==> config.mk <==
export PLATFORM = sky130hd
export DESIGN_NAME = box_merge_sort
export DESIGN_NICKNAME = d
export VERILOG_FILES = /design/src/bms_pkg.sv /design/src/box_merge_sort.sv /design/src/bms_ram.sv /design/src/bms_merge_unit.sv
export SDC_FILE = /design/constraint.sdc
export NUM_CORES = 2
export LEC_CHECK = 0
export ABC_CLOCK_PERIOD_IN_PS = 17100
export BUFFER_PORTS_ARGS = -buffer_cell sky130_fd_sc_hd__buf_2
export CAP_MARGIN = 20
export CORE_MARGIN = 5
export CORE_UTILIZATION = 52
export DETAILED_ROUTE_END_ITERATION = 16
export PLACE_DENSITY = 0.68
export SLEW_MARGIN = 20
export SYNTH_ARGS = -nofsm -noshare
export SYNTH_HDL_FRONTEND = slang
export SYNTH_SLANG_ARGS = --single-unit
==> constraint.sdc <==
create_clock -name clk -period 17.1 [get_ports clk]
set_clock_uncertainty 0.1 [all_clocks]
set_input_delay 0.855 -clock clk [delete_from_list [all_inputs] [get_ports clk]]
set_output_delay 0.855 -clock clk [all_outputs]
set_load 0.02 [all_outputs]
==> src/bms_pkg.sv <==
// bms_pkg: shared types, constants and controller states of the box merge sorter
`default_nettype none
package bms_pkg;

  localparam int MAX_BOXES    = 32;
  localparam int IMAGE_WIDTH  = 640;
  localparam int IMAGE_HEIGHT = 480;

  localparam int X_W   = 10;
  localparam int Y_W   = 9;
  localparam int IDX_W = $clog2(MAX_BOXES);
  localparam int CNT_W = $clog2(MAX_BOXES + 1);

  // first member in the high bits: packs as left, top, width, height from bit 0 up
  typedef struct packed {
    logic [Y_W-1:0] height;
    logic [X_W-1:0] width;
    logic [Y_W-1:0] top;
    logic [X_W-1:0] left;
  } box_t;

  localparam int BOX_W = $bits(box_t);

  typedef struct packed {
    logic merge_ok;
    box_t united;
  } merge_res_t;

  typedef enum logic [3:0] {
    ST_LOAD,
    ST_MI_RD,
    ST_MI_WT,
    ST_MJ_RD,
    ST_MJ_CMP,
    ST_SH_RD,
    ST_SH_WR,
    ST_SO_I,
    ST_SO_T,
    ST_SO_RD,
    ST_SO_CMP,
    ST_EM_RD,
    ST_EM_WT
  } state_t;

endpackage
`default_nettype wire

==> src/box_merge_sort.sv <==
// box_merge_sort: box store with greedy pair merge, stable sort by left edge and readout
//
// channel  | dir | tdata (low bit up)                  | tlast        | tuser
// ---------+-----+-------------------------------------+--------------+-----------
// in_      | in  | left[9:0] top[8:0] width[9:0] hgt   | is_final     | -
// out_     | out | left[9:0] top[8:0] width[9:0] hgt   | end_of_list  | overflowed
//
// loading takes one cycle per box, boxes are written straight into the store ram
// the merge pass is data dependent: ST_MI_RD, ST_MI_WT fetch box i, ST_MJ_RD, ST_MJ_CMP
// test each pair, and after a merge ST_SH_RD, ST_SH_WR move each entry down to close
// the gap (one ram read port); the insertion sort picks up a box in ST_SO_I, ST_SO_T and
// compares in ST_SO_RD, ST_SO_CMP; readout goes through ST_EM_RD, ST_EM_WT per result; a
// waiting result holds the readout; the next set can be loaded while the last waits
// reset clears the controller, box count and drop flag; the ram is not cleared
`default_nettype none
module box_merge_sort import bms_pkg::*; (
  input  wire logic        clk,
  input  wire logic        rst_n,
  input  wire logic        in_tvalid,
  output logic             in_tready,
  input  wire logic [39:0] in_tdata,   // left, top, width, height, zero pad
  input  wire logic        in_tlast,   // is_final
  output logic             out_tvalid,
  input  wire logic        out_tready,
  output logic      [39:0] out_tdata,  // left, top, width, height, zero pad
  output logic             out_tlast,  // end_of_list
  output logic             out_tuser   // overflowed
);

  state_t state_r, state_nxt;

  logic [CNT_W-1:0] cnt_r, cnt_nxt;     // boxes in the store
  logic             drop_r, drop_nxt;   // a box was dropped in this set
  logic [CNT_W-1:0] i_r, i_nxt;         // outer index: merge i, sort i, readout
  logic [CNT_W-1:0] j_r, j_nxt;         // merge partner index
  logic [CNT_W-1:0] k_r, k_nxt;         // shift and insertion position
  box_t             cur_r, cur_nxt;     // box i while merging, picked box while sorting

  logic             ov_r, ov_nxt;
  box_t             obox_r, obox_nxt;
  logic             olast_r, olast_nxt;
  logic             oflag_r, oflag_nxt;

  logic             wr_en;
  logic [IDX_W-1:0] wr_addr;
  box_t             wr_data;
  logic             rd_en;
  logic [IDX_W-1:0] rd_addr;
  box_t             rd_data;

  logic [CNT_W-1:0] kp1;
  logic [CNT_W-1:0] km1;
  logic [CNT_W-1:0] ip1;
  logic             out_free;
  merge_res_t       mres;

  bms_ram #(
    .WIDTH (BOX_W),
    .DEPTH (MAX_BOXES)
  ) u_store (
    .clk     (clk),
    .wr_en   (wr_en),
    .wr_addr (wr_addr),
    .wr_data (wr_data),
    .rd_en   (rd_en),
    .rd_addr (rd_addr),
    .rd_data (rd_data)
  );

  bms_merge_unit u_merge (
    .box_a (cur_r),
    .box_b (rd_data),
    .res   (mres)
  );

  assign kp1      = k_r + CNT_W'(1);
  assign km1      = k_r - CNT_W'(1);
  assign ip1      = i_r + CNT_W'(1);
  assign out_free = !ov_r || out_tready;

  assign in_tready  = (state_r == ST_LOAD);
  assign out_tvalid = ov_r;
  assign out_tdata  = {2'b00, obox_r};
  assign out_tlast  = olast_r;
  assign out_tuser  = oflag_r;

  // next state
  always_comb begin
    state_nxt = state_r;
    case (state_r)
      ST_LOAD: begin
        if (in_tvalid && in_tlast) begin
          state_nxt = ST_MI_RD;
        end
      end
      ST_MI_RD:  state_nxt = (i_r >= cnt_r) ? ST_SO_I : ST_MI_WT;
      ST_MI_WT:  state_nxt = ST_MJ_RD;
      ST_MJ_RD:  state_nxt = (j_r >= cnt_r) ? ST_MI_RD : ST_MJ_CMP;
      ST_MJ_CMP: state_nxt = mres.merge_ok ? ST_SH_RD : ST_MJ_RD;
      ST_SH_RD:  state_nxt = (kp1 >= cnt_r) ? ST_MJ_RD : ST_SH_WR;
      ST_SH_WR:  state_nxt = ST_SH_RD;
      ST_SO_I:   state_nxt = (i_r >= cnt_r) ? ST_EM_RD : ST_SO_T;
      ST_SO_T:   state_nxt = ST_SO_RD;
      ST_SO_RD:  state_nxt = (k_r == '0) ? ST_SO_I : ST_SO_CMP;
      ST_SO_CMP: state_nxt = (cur_r.left < rd_data.left) ? ST_SO_RD : ST_SO_I;
      ST_EM_RD: begin
        if (i_r >= cnt_r) begin
          state_nxt = ST_LOAD;
        end else if (out_free) begin
          state_nxt = ST_EM_WT;
        end
      end
      ST_EM_WT:  state_nxt = (ip1 == cnt_r) ? ST_LOAD : ST_EM_RD;
      default:   state_nxt = ST_LOAD;
    endcase
  end

  // ram access and datapath
  always_comb begin
    cnt_nxt   = cnt_r;
    drop_nxt  = drop_r;
    i_nxt     = i_r;
    j_nxt     = j_r;
    k_nxt     = k_r;
    cur_nxt   = cur_r;
    ov_nxt    = ov_r && !out_tready;
    obox_nxt  = obox_r;
    olast_nxt = olast_r;
    oflag_nxt = oflag_r;
    wr_en     = 1'b0;
    wr_addr   = i_r[IDX_W-1:0];
    wr_data   = cur_r;
    rd_en     = 1'b0;
    rd_addr   = i_r[IDX_W-1:0];

    case (state_r)
      ST_LOAD: begin
        if (in_tvalid) begin
          if (cnt_r < CNT_W'(MAX_BOXES)) begin
            wr_en   = 1'b1;
            wr_addr = cnt_r[IDX_W-1:0];
            wr_data = in_tdata[BOX_W-1:0];
            cnt_nxt = cnt_r + CNT_W'(1);
          end else begin
            drop_nxt = 1'b1;
          end
          i_nxt = '0;
        end
      end
      ST_MI_RD: begin
        if (i_r >= cnt_r) begin
          i_nxt = CNT_W'(1);
        end else begin
          rd_en = 1'b1;
        end
      end
      ST_MI_WT: begin
        cur_nxt = rd_data;
        j_nxt   = ip1;
      end
      ST_MJ_RD: begin
        if (j_r >= cnt_r) begin
          i_nxt = ip1;
        end else begin
          rd_en   = 1'b1;
          rd_addr = j_r[IDX_W-1:0];
        end
      end
      ST_MJ_CMP: begin
        if (mres.merge_ok) begin
          // union replaces box i, then entries above j move down by one
          cur_nxt = mres.united;
          wr_en   = 1'b1;
          wr_data = mres.united;
          k_nxt   = j_r;
        end else begin
          j_nxt = j_r + CNT_W'(1);
        end
      end
      ST_SH_RD: begin
        if (kp1 >= cnt_r) begin
          cnt_nxt = cnt_r - CNT_W'(1);
          j_nxt   = ip1;
        end else begin
          rd_en   = 1'b1;
          rd_addr = kp1[IDX_W-1:0];
        end
      end
      ST_SH_WR: begin
        wr_en   = 1'b1;
        wr_addr = k_r[IDX_W-1:0];
        wr_data = rd_data;
        k_nxt   = kp1;
      end
      ST_SO_I: begin
        if (i_r >= cnt_r) begin
          i_nxt = '0;
        end else begin
          rd_en = 1'b1;
        end
      end
      ST_SO_T: begin
        cur_nxt = rd_data;
        k_nxt   = i_r;
      end
      ST_SO_RD: begin
        if (k_r == '0) begin
          wr_en   = 1'b1;
          wr_addr = '0;
          i_nxt   = ip1;
        end else begin
          rd_en   = 1'b1;
          rd_addr = km1[IDX_W-1:0];
        end
      end
      ST_SO_CMP: begin
        // strict compare keeps equal left edges in arrival order
        wr_en   = 1'b1;
        wr_addr = k_r[IDX_W-1:0];
        if (cur_r.left < rd_data.left) begin
          wr_data = rd_data;
          k_nxt   = km1;
        end else begin
          i_nxt = ip1;
        end
      end
      ST_EM_RD: begin
        if (i_r >= cnt_r) begin
          cnt_nxt  = '0;
          drop_nxt = 1'b0;
        end else if (out_free) begin
          rd_en = 1'b1;
        end
      end
      ST_EM_WT: begin
        ov_nxt    = 1'b1;
        obox_nxt  = rd_data;
        olast_nxt = (ip1 == cnt_r);
        oflag_nxt = drop_r;
        if (ip1 == cnt_r) begin
          cnt_nxt  = '0;
          drop_nxt = 1'b0;
        end else begin
          i_nxt = ip1;
        end
      end
      default: begin
        cnt_nxt = cnt_r;
      end
    endcase
  end

  always_ff @(posedge clk) begin
    if (!rst_n) begin
      state_r <= ST_LOAD;
      cnt_r   <= '0;
      drop_r  <= 1'b0;
      ov_r    <= 1'b0;
      i_r     <= '0;
      j_r     <= '0;
      k_r     <= '0;
    end else begin
      state_r <= state_nxt;
      cnt_r   <= cnt_nxt;
      drop_r  <= drop_nxt;
      ov_r    <= ov_nxt;
      i_r     <= i_nxt;
      j_r     <= j_nxt;
      k_r     <= k_nxt;
    end
  end

  always_ff @(posedge clk) begin
    cur_r   <= cur_nxt;
    obox_r  <= obox_nxt;
    olast_r <= olast_nxt;
    oflag_r <= oflag_nxt;
  end

endmodule
`default_nettype wire

==> src/bms_ram.sv <==
// bms_ram: generic simple dual-port ram with registered read
`default_nettype none
module bms_ram #(
  parameter int WIDTH = 8,
  parameter int DEPTH = 16,
  localparam int AW = $clog2(DEPTH)
) (
  input  wire logic             clk,
  input  wire logic             wr_en,
  input  wire logic [AW-1:0]    wr_addr,
  input  wire logic [WIDTH-1:0] wr_data,
  input  wire logic             rd_en,
  input  wire logic [AW-1:0]    rd_addr,
  output logic      [WIDTH-1:0] rd_data
);

  logic [WIDTH-1:0] mem [DEPTH];

  always_ff @(posedge clk) begin
    if (wr_en) begin
      mem[wr_addr] <= wr_data;
    end
    if (rd_en) begin
      rd_data <= mem[rd_addr];
    end
  end

endmodule
`default_nettype wire

==> src/bms_merge_unit.sv <==
// bms_merge_unit: pair test and union of two boxes
`default_nettype none
module bms_merge_unit import bms_pkg::*; (
  input  wire box_t   box_a,
  input  wire box_t   box_b,
  output merge_res_t res
);

  logic [Y_W-1:0]   h_diff;
  logic [Y_W-1:0]   t_diff;
  logic [X_W:0]     a_right;
  logic [X_W:0]     b_right;
  logic [Y_W:0]     a_bottom;
  logic [Y_W:0]     b_bottom;
  logic [X_W:0]     gap_abs;
  logic [X_W:0]     w_sum;
  logic [X_W+2:0]   gap_x4;
  logic [X_W+2:0]   w_sum_x3;
  logic             h_ok;
  logic             t_ok;
  logic             g_ok;
  logic [X_W:0]     right;
  logic [Y_W:0]     bottom;
  logic [X_W-1:0]   u_left;
  logic [Y_W-1:0]   u_top;
  logic [X_W:0]     u_w;
  logic [Y_W:0]     u_h;

  always_comb begin
    h_diff = (box_a.height >= box_b.height) ? box_a.height - box_b.height
                                            : box_b.height - box_a.height;
    t_diff = (box_a.top >= box_b.top) ? box_a.top - box_b.top
                                      : box_b.top - box_a.top;
    h_ok = {h_diff, 1'b0} < {1'b0, box_a.height};
    t_ok = {t_diff, 1'b0} < {1'b0, box_a.height};

    a_right  = {1'b0, box_a.left} + {1'b0, box_a.width};
    b_right  = {1'b0, box_b.left} + {1'b0, box_b.width};
    a_bottom = {1'b0, box_a.top} + {1'b0, box_a.height};
    b_bottom = {1'b0, box_b.top} + {1'b0, box_b.height};

    // distance between near edges, taken by magnitude
    if (box_a.left < box_b.left) begin
      gap_abs = ({1'b0, box_b.left} >= a_right) ? {1'b0, box_b.left} - a_right
                                                : a_right - {1'b0, box_b.left};
    end else begin
      gap_abs = ({1'b0, box_a.left} >= b_right) ? {1'b0, box_a.left} - b_right
                                                : b_right - {1'b0, box_a.left};
    end
    w_sum    = {1'b0, box_a.width} + {1'b0, box_b.width};
    gap_x4   = {gap_abs, 2'b00};
    w_sum_x3 = {2'b00, w_sum} + {1'b0, w_sum, 1'b0};
    g_ok     = gap_x4 < w_sum_x3;

    right  = (a_right >= b_right) ? a_right : b_right;
    bottom = (a_bottom >= b_bottom) ? a_bottom : b_bottom;
    u_left = (box_a.left <= box_b.left) ? box_a.left : box_b.left;
    u_top  = (box_a.top <= box_b.top) ? box_a.top : box_b.top;
    u_w    = right - {1'b0, u_left};
    u_h    = bottom - {1'b0, u_top};
    if (u_w > (X_W+1)'(IMAGE_WIDTH)) begin
      u_w = (X_W+1)'(IMAGE_WIDTH);
    end
    if (u_h > (Y_W+1)'(IMAGE_HEIGHT)) begin
      u_h = (Y_W+1)'(IMAGE_HEIGHT);
    end

    res.merge_ok      = h_ok && t_ok && g_ok;
    res.united.left   = u_left;
    res.united.top    = u_top;
    res.united.width  = u_w[X_W-1:0];
    res.united.height = u_h[Y_W-1:0];
  end

endmodule
`default_nettype wire

; ---- After elaboration in Yosys (flattened, before gate mapping)
; Memory sizes are Yosys's and may differ from the RTL's. A register that Yosys moved wholly into a read port is not among the register bits.
; Cells that the tools add are included.
[totals]
out_inout_bits = 44
reg_bits = 108
mem_count = 1
ram_bits = 1216
elab_cells = 188
input_bits = 45
[op_classes]
n_reduce_logical = 24
magnitude_cmp = 18
add_sub_neg = 22
mux = 76
eq_ne = 30
[mem_list]
columns = memory, depth, width, rd, rd_clocked_by_memory_dff, write_ports, line_no
row1 = u_store.mem, 32, 38, 1, 1, 1, bms_ram.sv:17  ; logic [WIDTH-1:0] mem [DEPTH];
[ops]
columns = cell, count
row1 = 2-to-1 mux 38 bit, 4
row2 = case mux 38 bit (4 select lines), 1
row3 = 2-to-1 mux 6 bit, 15
row4 = case mux 38 bit (2 select lines), 1
row5 = case mux 4 bit (13 select lines), 1
row6 = case mux 6 bit (4 select lines), 2
row7 = 2-to-1 mux 11 bit, 4
row8 = case mux 6 bit (7 select lines), 1
row9 = 2-to-1 mux 9 bit, 4
row10 = subtractor 9 bit, 4
row11 = adder 10 x 10 -> 11 bit, 3
row12 = subtractor 11 x 10 -> 11 bit, 3
row13 = 2-to-1 mux 10 bit, 3
row14 = 2-to-1 mux 5 bit, 6
row15 = case mux 5 bit (3 select lines), 2
row16 = != test 2 bit (second input constant), 14
row17 = adder 6 x 1 -> 6 bit (second input constant), 4
row18 = 2-to-1 mux 4 bit, 6
row19 = greater-or-equal comparator 10 x 11 -> 1 bit, 2
row20 = subtractor 10 x 11 -> 11 bit, 2
row21 = adder 9 x 9 -> 10 bit, 2
row22 = == test 4 bit (second input constant), 5
row23 = less-than comparator 10 x 9 -> 1 bit, 2
row24 = greater-or-equal comparator 6 bit, 3
row25 = 41 further kinds, 76

; ---- Depth between registers and ports, before layout
[depth]
word_depth = 10
mapped_depth = 33
depth_no_buf = 30

; ---- By module
; From an unflattened synthesis, not the netlist that was laid out.
[hier_totals]
hier_cells = 4575
hier_area_um2 = 64266.6
[by_module_without_submodules]
columns = mod, seq_area_each_um2, cells_each, instances, area_each_um2
row1 = bms_ram, 37656.1, 2675, 1, 48541.6
row2 = bms_merge_unit, 0.0, 1097, 1, 8293.0
row3 = box_merge_sort, 2942.8, 803, 1, 7432.1

; ---- Worst setup path before layout
; No wires, ideal clock.
[synth_timing]
kind = register -> register
start = reg cur_r[0] (netlist name)
end = mem u_store.mem[4][0] (netlist name) (enable)
stages_incl_launch_ff = 29
synth_period_minus_slack_ps = 9697
required_ps = 16519
t_arrival_ps = 9117
setup_time_ps = 481
path_slack_ps = 7403
path_buffers = 2
path_cell_list = edfxtp_1 > ha_1 > fa_1 > a21o_1 > a22o_1 > o41ai_1 > xnor2_1 > inv_1 > ha_1 > and4_1 > a41o_1 > o31ai_1 > clkbuf_1 > mux2i_1 > xnor2_1 > nor2_1 > a21oi_1 > ha_1 > or3_1 > a221oi_1 > o21ai_1 > a21oi_1 > nand3_1 > or4_1 > a311oi_1 > buf_2 > nand3_1 > a21o_1 > nor3_1
[synth_between]
elab_chain_len = 10
word_cells_on_any_way = 17
cone_classes = add/sub (5) / order compare (4) / mux (7) / reduce/logical (1)
[synth_rtl]
columns = item, line_no
row1 = start: declaration, box_merge_sort.sv:37  ; box_t cur_r, cur_nxt;
row2 = start signal: assignment, box_merge_sort.sv:274  ; cur_r <= cur_nxt;
row3 = adder 10 x 10 -> 11 bit, bms_merge_unit.sv:37  ; a_right = {1'b0, box_a.left} + {1'b0, box_a.width};
row4 = subtractor 11 x 10 -> 11 bit (tied with other cells), bms_merge_unit.sv:45  ; : a_right - {1'b0, box_b.left};
row5 = 2-to-1 mux 11 bit, bms_merge_unit.sv:44  ; gap_abs = ({1'b0, box_b.left} >= a_right) ? {1'b0, box_b.left} - a_right
row6 = 2-to-1 mux 11 bit (*), bms_merge_unit.sv:43  ; if (box_a.left < box_b.left) begin
row7 = less-than comparator 13 bit (*), bms_merge_unit.sv:53  ; g_ok = gap_x4 < w_sum_x3;
row8 = logical AND 1 bit (*), bms_merge_unit.sv:68  ; res.merge_ok = h_ok && t_ok && g_ok;
row9 = 2-to-1 mux 1 bit (*), box_merge_sort.sv:170  ; if (mres.merge_ok) begin
row10 = case mux 1 bit (4 select lines) (*), box_merge_sort.sv:136  ; case (state_r)
row11 = 2-to-1 mux 1 bit (*), bms_ram.sv:20  ; if (wr_en) begin
row12 = 2-to-1 mux 1 bit (implied by the code) (*), bms_ram.sv:21  ; mem[wr_addr] <= wr_data;
row13 = end: declaration, bms_ram.sv:17
; Every way passes the cells marked *; elsewhere a longest branch is shown, timed or not.

; ---- Final worst setup path
[layout_timing]
start = reg u_store.rd_data[19], read port of u_store.mem
end = mem u_store.mem[16][17] (netlist name) (enable)
[layout_between]
elab_chain_len = 10
word_cells_on_any_way = 14
cone_classes = add/sub (5) / order compare (2) / mux (6) / reduce/logical (1)
[layout_rtl]
columns = item, line_no
row1 = start: declaration, bms_ram.sv:14  ; output logic [WIDTH-1:0] rd_data
row2 = adder 10 x 10 -> 11 bit, bms_merge_unit.sv:38  ; b_right = {1'b0, box_b.left} + {1'b0, box_b.width};
row3 = subtractor 11 x 10 -> 11 bit (tied with other cells), bms_merge_unit.sv:48  ; : b_right - {1'b0, box_a.left};
row4 = 2-to-1 mux 11 bit, bms_merge_unit.sv:47  ; gap_abs = ({1'b0, box_a.left} >= b_right) ? {1'b0, box_a.left} - b_right
row5 = 2-to-1 mux 11 bit, bms_merge_unit.sv:43
row6 = less-than comparator 13 bit (*), bms_merge_unit.sv:53
row7 = logical AND 1 bit (*), bms_merge_unit.sv:68
row8 = 2-to-1 mux 1 bit (*), box_merge_sort.sv:170
row9 = case mux 1 bit (4 select lines) (*), box_merge_sort.sv:136
row10 = 2-to-1 mux 1 bit (*), bms_ram.sv:20
row11 = 2-to-1 mux 1 bit (implied by the code) (*), bms_ram.sv:21
; Marks and branches as above.

==> results_dict.tcl <==
set metrics [dict create \
    dpl.hpwl_um 111000 \
    crit_slowest_cell "nor2_4" \
    htreeDepth 4 \
    ys_warn_count 0 \
    tns_ps 0 \
    grt-ovfl-total 0 \
    yosys_register_bits 1362 \
    n_antenna_cell 0 \
    critical_path_required_ps 17410 \
    netlist.area_leader.share_pct 63.0 \
    max_cap_viol_count 0 \
    worstMarginPinSlew_ps 1170 \
    rsz0062_at_grt "false" \
    routed_wl_um 187000 \
    max_freq_mhz 97.7 \
    hold_violations 0 \
    portBuffers 84 \
    outcome "completed" \
    holdCritPathClass "input port to flip-flop" \
    grt_usage_pct 28.3 \
    ios 89 \
    worst-path-max-fanout 21 \
    met2WireLength_um 85800 \
    ctsHoldBuffers 0 \
    grt_start_max_net_pins 136 \
    synth.top_cells.by_area "edfxtp_1, nand2_1, ha_1" \
    wl_met3_um 18000 \
    start_kind "flip-flop" \
    initial_core_util_pct 52.2 \
    drc 0 \
    r2r_slack_ps 6870 \
    clk-insertion-delay-late_ps 780 \
    wl_per_cell_um 26.6 \
    antenna_left 0 \
    synth_cells 5213 \
    ys_seq_area_share_pct 64.0 \
    min_period_ps 10230 \
    fp.dieH_um 359 \
    rows 128 \
    setup_viol_count_final 0 \
    synth.most_common_cell "edfxtp_1" \
    worst_setup_path_end_kind "flip-flop" \
    worstPathArrival_ps 10540 \
    synthFlopType "edfxtp_1" \
    core_sq_um 122000 \
    clk_pin_slew_ps 60 \
    ys_types 88 \
    grt_pass1_vias 42500 \
    worst-path-buf-inv 4 \
    syn-cell-area_sq_um 63500 \
    post_cts_resized 0 \
    clkSinkCount 1362 \
    numCtsBuffers 142 \
    drtIter0Drc 5741 \
    gp_congestion 0.917 \
    critPathMaxStageDelay_ps 820 \
    grt_first_pass_wirelength_um 275000 \
    slew_violations 0 \
    syn_avg_cell_area_sq_um 12.2 \
    cp_top_family "compound AO/OA/AOI/OAI gates" \
    wl_met1_um 75000 \
    post-cts-setup-buffers 0 \
    fp.dieW_um 359 \
    fin_crit_sh_pct 59.8 \
    ys_async_sr_fraction_pct 0 \
    vias_per_cell 6.25 \
    dieArea_sq_um 129000 \
    first_pass_iters 7 \
    slew_headroom_pct 21.0 \
    synth_edf_count 1332 \
    cts_tree "yes" \
    drive_above_1_share_pct 9.83 \
    synth_common_cells "edfxtp_1, nand2_1, nand3_1" \
    vias 43900 \
    top_layer_used "met4" \
    area_delta_synth_final_pct 11.9 \
    synth_area_leader_cell "edfxtp_1" \
    cts_buffer_depth 3 \
    cts-root-buf "clkbuf_16" \
    grt_antenna_before_repair 3 \
    critPathKind "flip-flop to flip-flop" \
    nNetsFinal 5581 \
]
## final cells by class
class | instances | area (sq um)
fill | 9603 | 50600
sequential | 1362 | 40600
multi-input combinational | 3412 | 21700
clock buffer | 169 | 3650
tap | 1625 | 2030
timing repair buffer | 214 | 1440
clock inverter | 88 | 982
inverter | 156 | 586
## final timing paths
path	to	start	cells after the start
worst min register to register	out_tuser$_DFFE_PP_	drop_r$_SDFFE_PN0P_	0
worst max register to register	u_store.mem[16][17]$_DFFE_PP_	u_store.rd_data[19]$_DFFE_PP_	29
worst min-delay path	state_r[1]$_SDFFE_PN0P_	rst_n	2
worst max-delay path	u_store.mem[16][17]$_DFFE_PP_	u_store.rd_data[19]$_DFFE_PP_	29
## state kept, by name, indices dropped and copies added (netlist names)
name	count
out_tuser	1
k_r	6
i_r	6
out_tdata	38
out_tvalid	1
u_store.mem	1216
out_tlast	1
cnt_r	6
cur_r	38
j_r	6
state_r	4
drop_r	1
u_store.rd_data	38
## placed cells by master (no fill, tap or decap), drive strengths merged, types with 163 or more instances in the layout
cell type | synthesis | final
inv | 155 | 163
mux2i | 163 | 163
nor2 | 255 | 255
clkbuf | 215 | 169
a21oi | 213 | 213
ha | 231 | 231
edfxtp | 1332 | 1332
nand3 | 383 | 383
nand2 | 909 | 909
buf | 69 | 214
## layer usage
metal | vias to the layer above | global-route usage, %
met3 | 417 | 4.81
met2 | 2299 | 44.7
met4 | 0 | 12.0
met1 | 21600 | 39.2
met5 | - | 0
li1 | 19600 | -
## kinds of logic after synthesis
logic type,count (synthesis),share of synthesized area (%)
compound gates,866,9.33
buf+inv,440,2.77
other cells,1,0.00591
flops,1362,64.0
mux,174,2.77
fa+ha+maj,248,5.09
xor+xnor,111,1.55
simple gates,2011,14.5
## metrics by stage
step	instances	instance area (sq um)	util [%]	hold WS (ps)	setup slack, ps
after floorplan	5214	63500	-	309	7400
after global placement	6762	66200	54.5	380	6930
after detailed placement	6764	66200	54.5	386	6990
after CTS	7021	70900	58.3	352	6960
after global routing	7026	71000	58.4	405	6530
final	7026	71000	58.4	399	6870
Power is not shown: default switching activity piles up to over one toggle a cycle in this logic, so the estimate is an artifact.
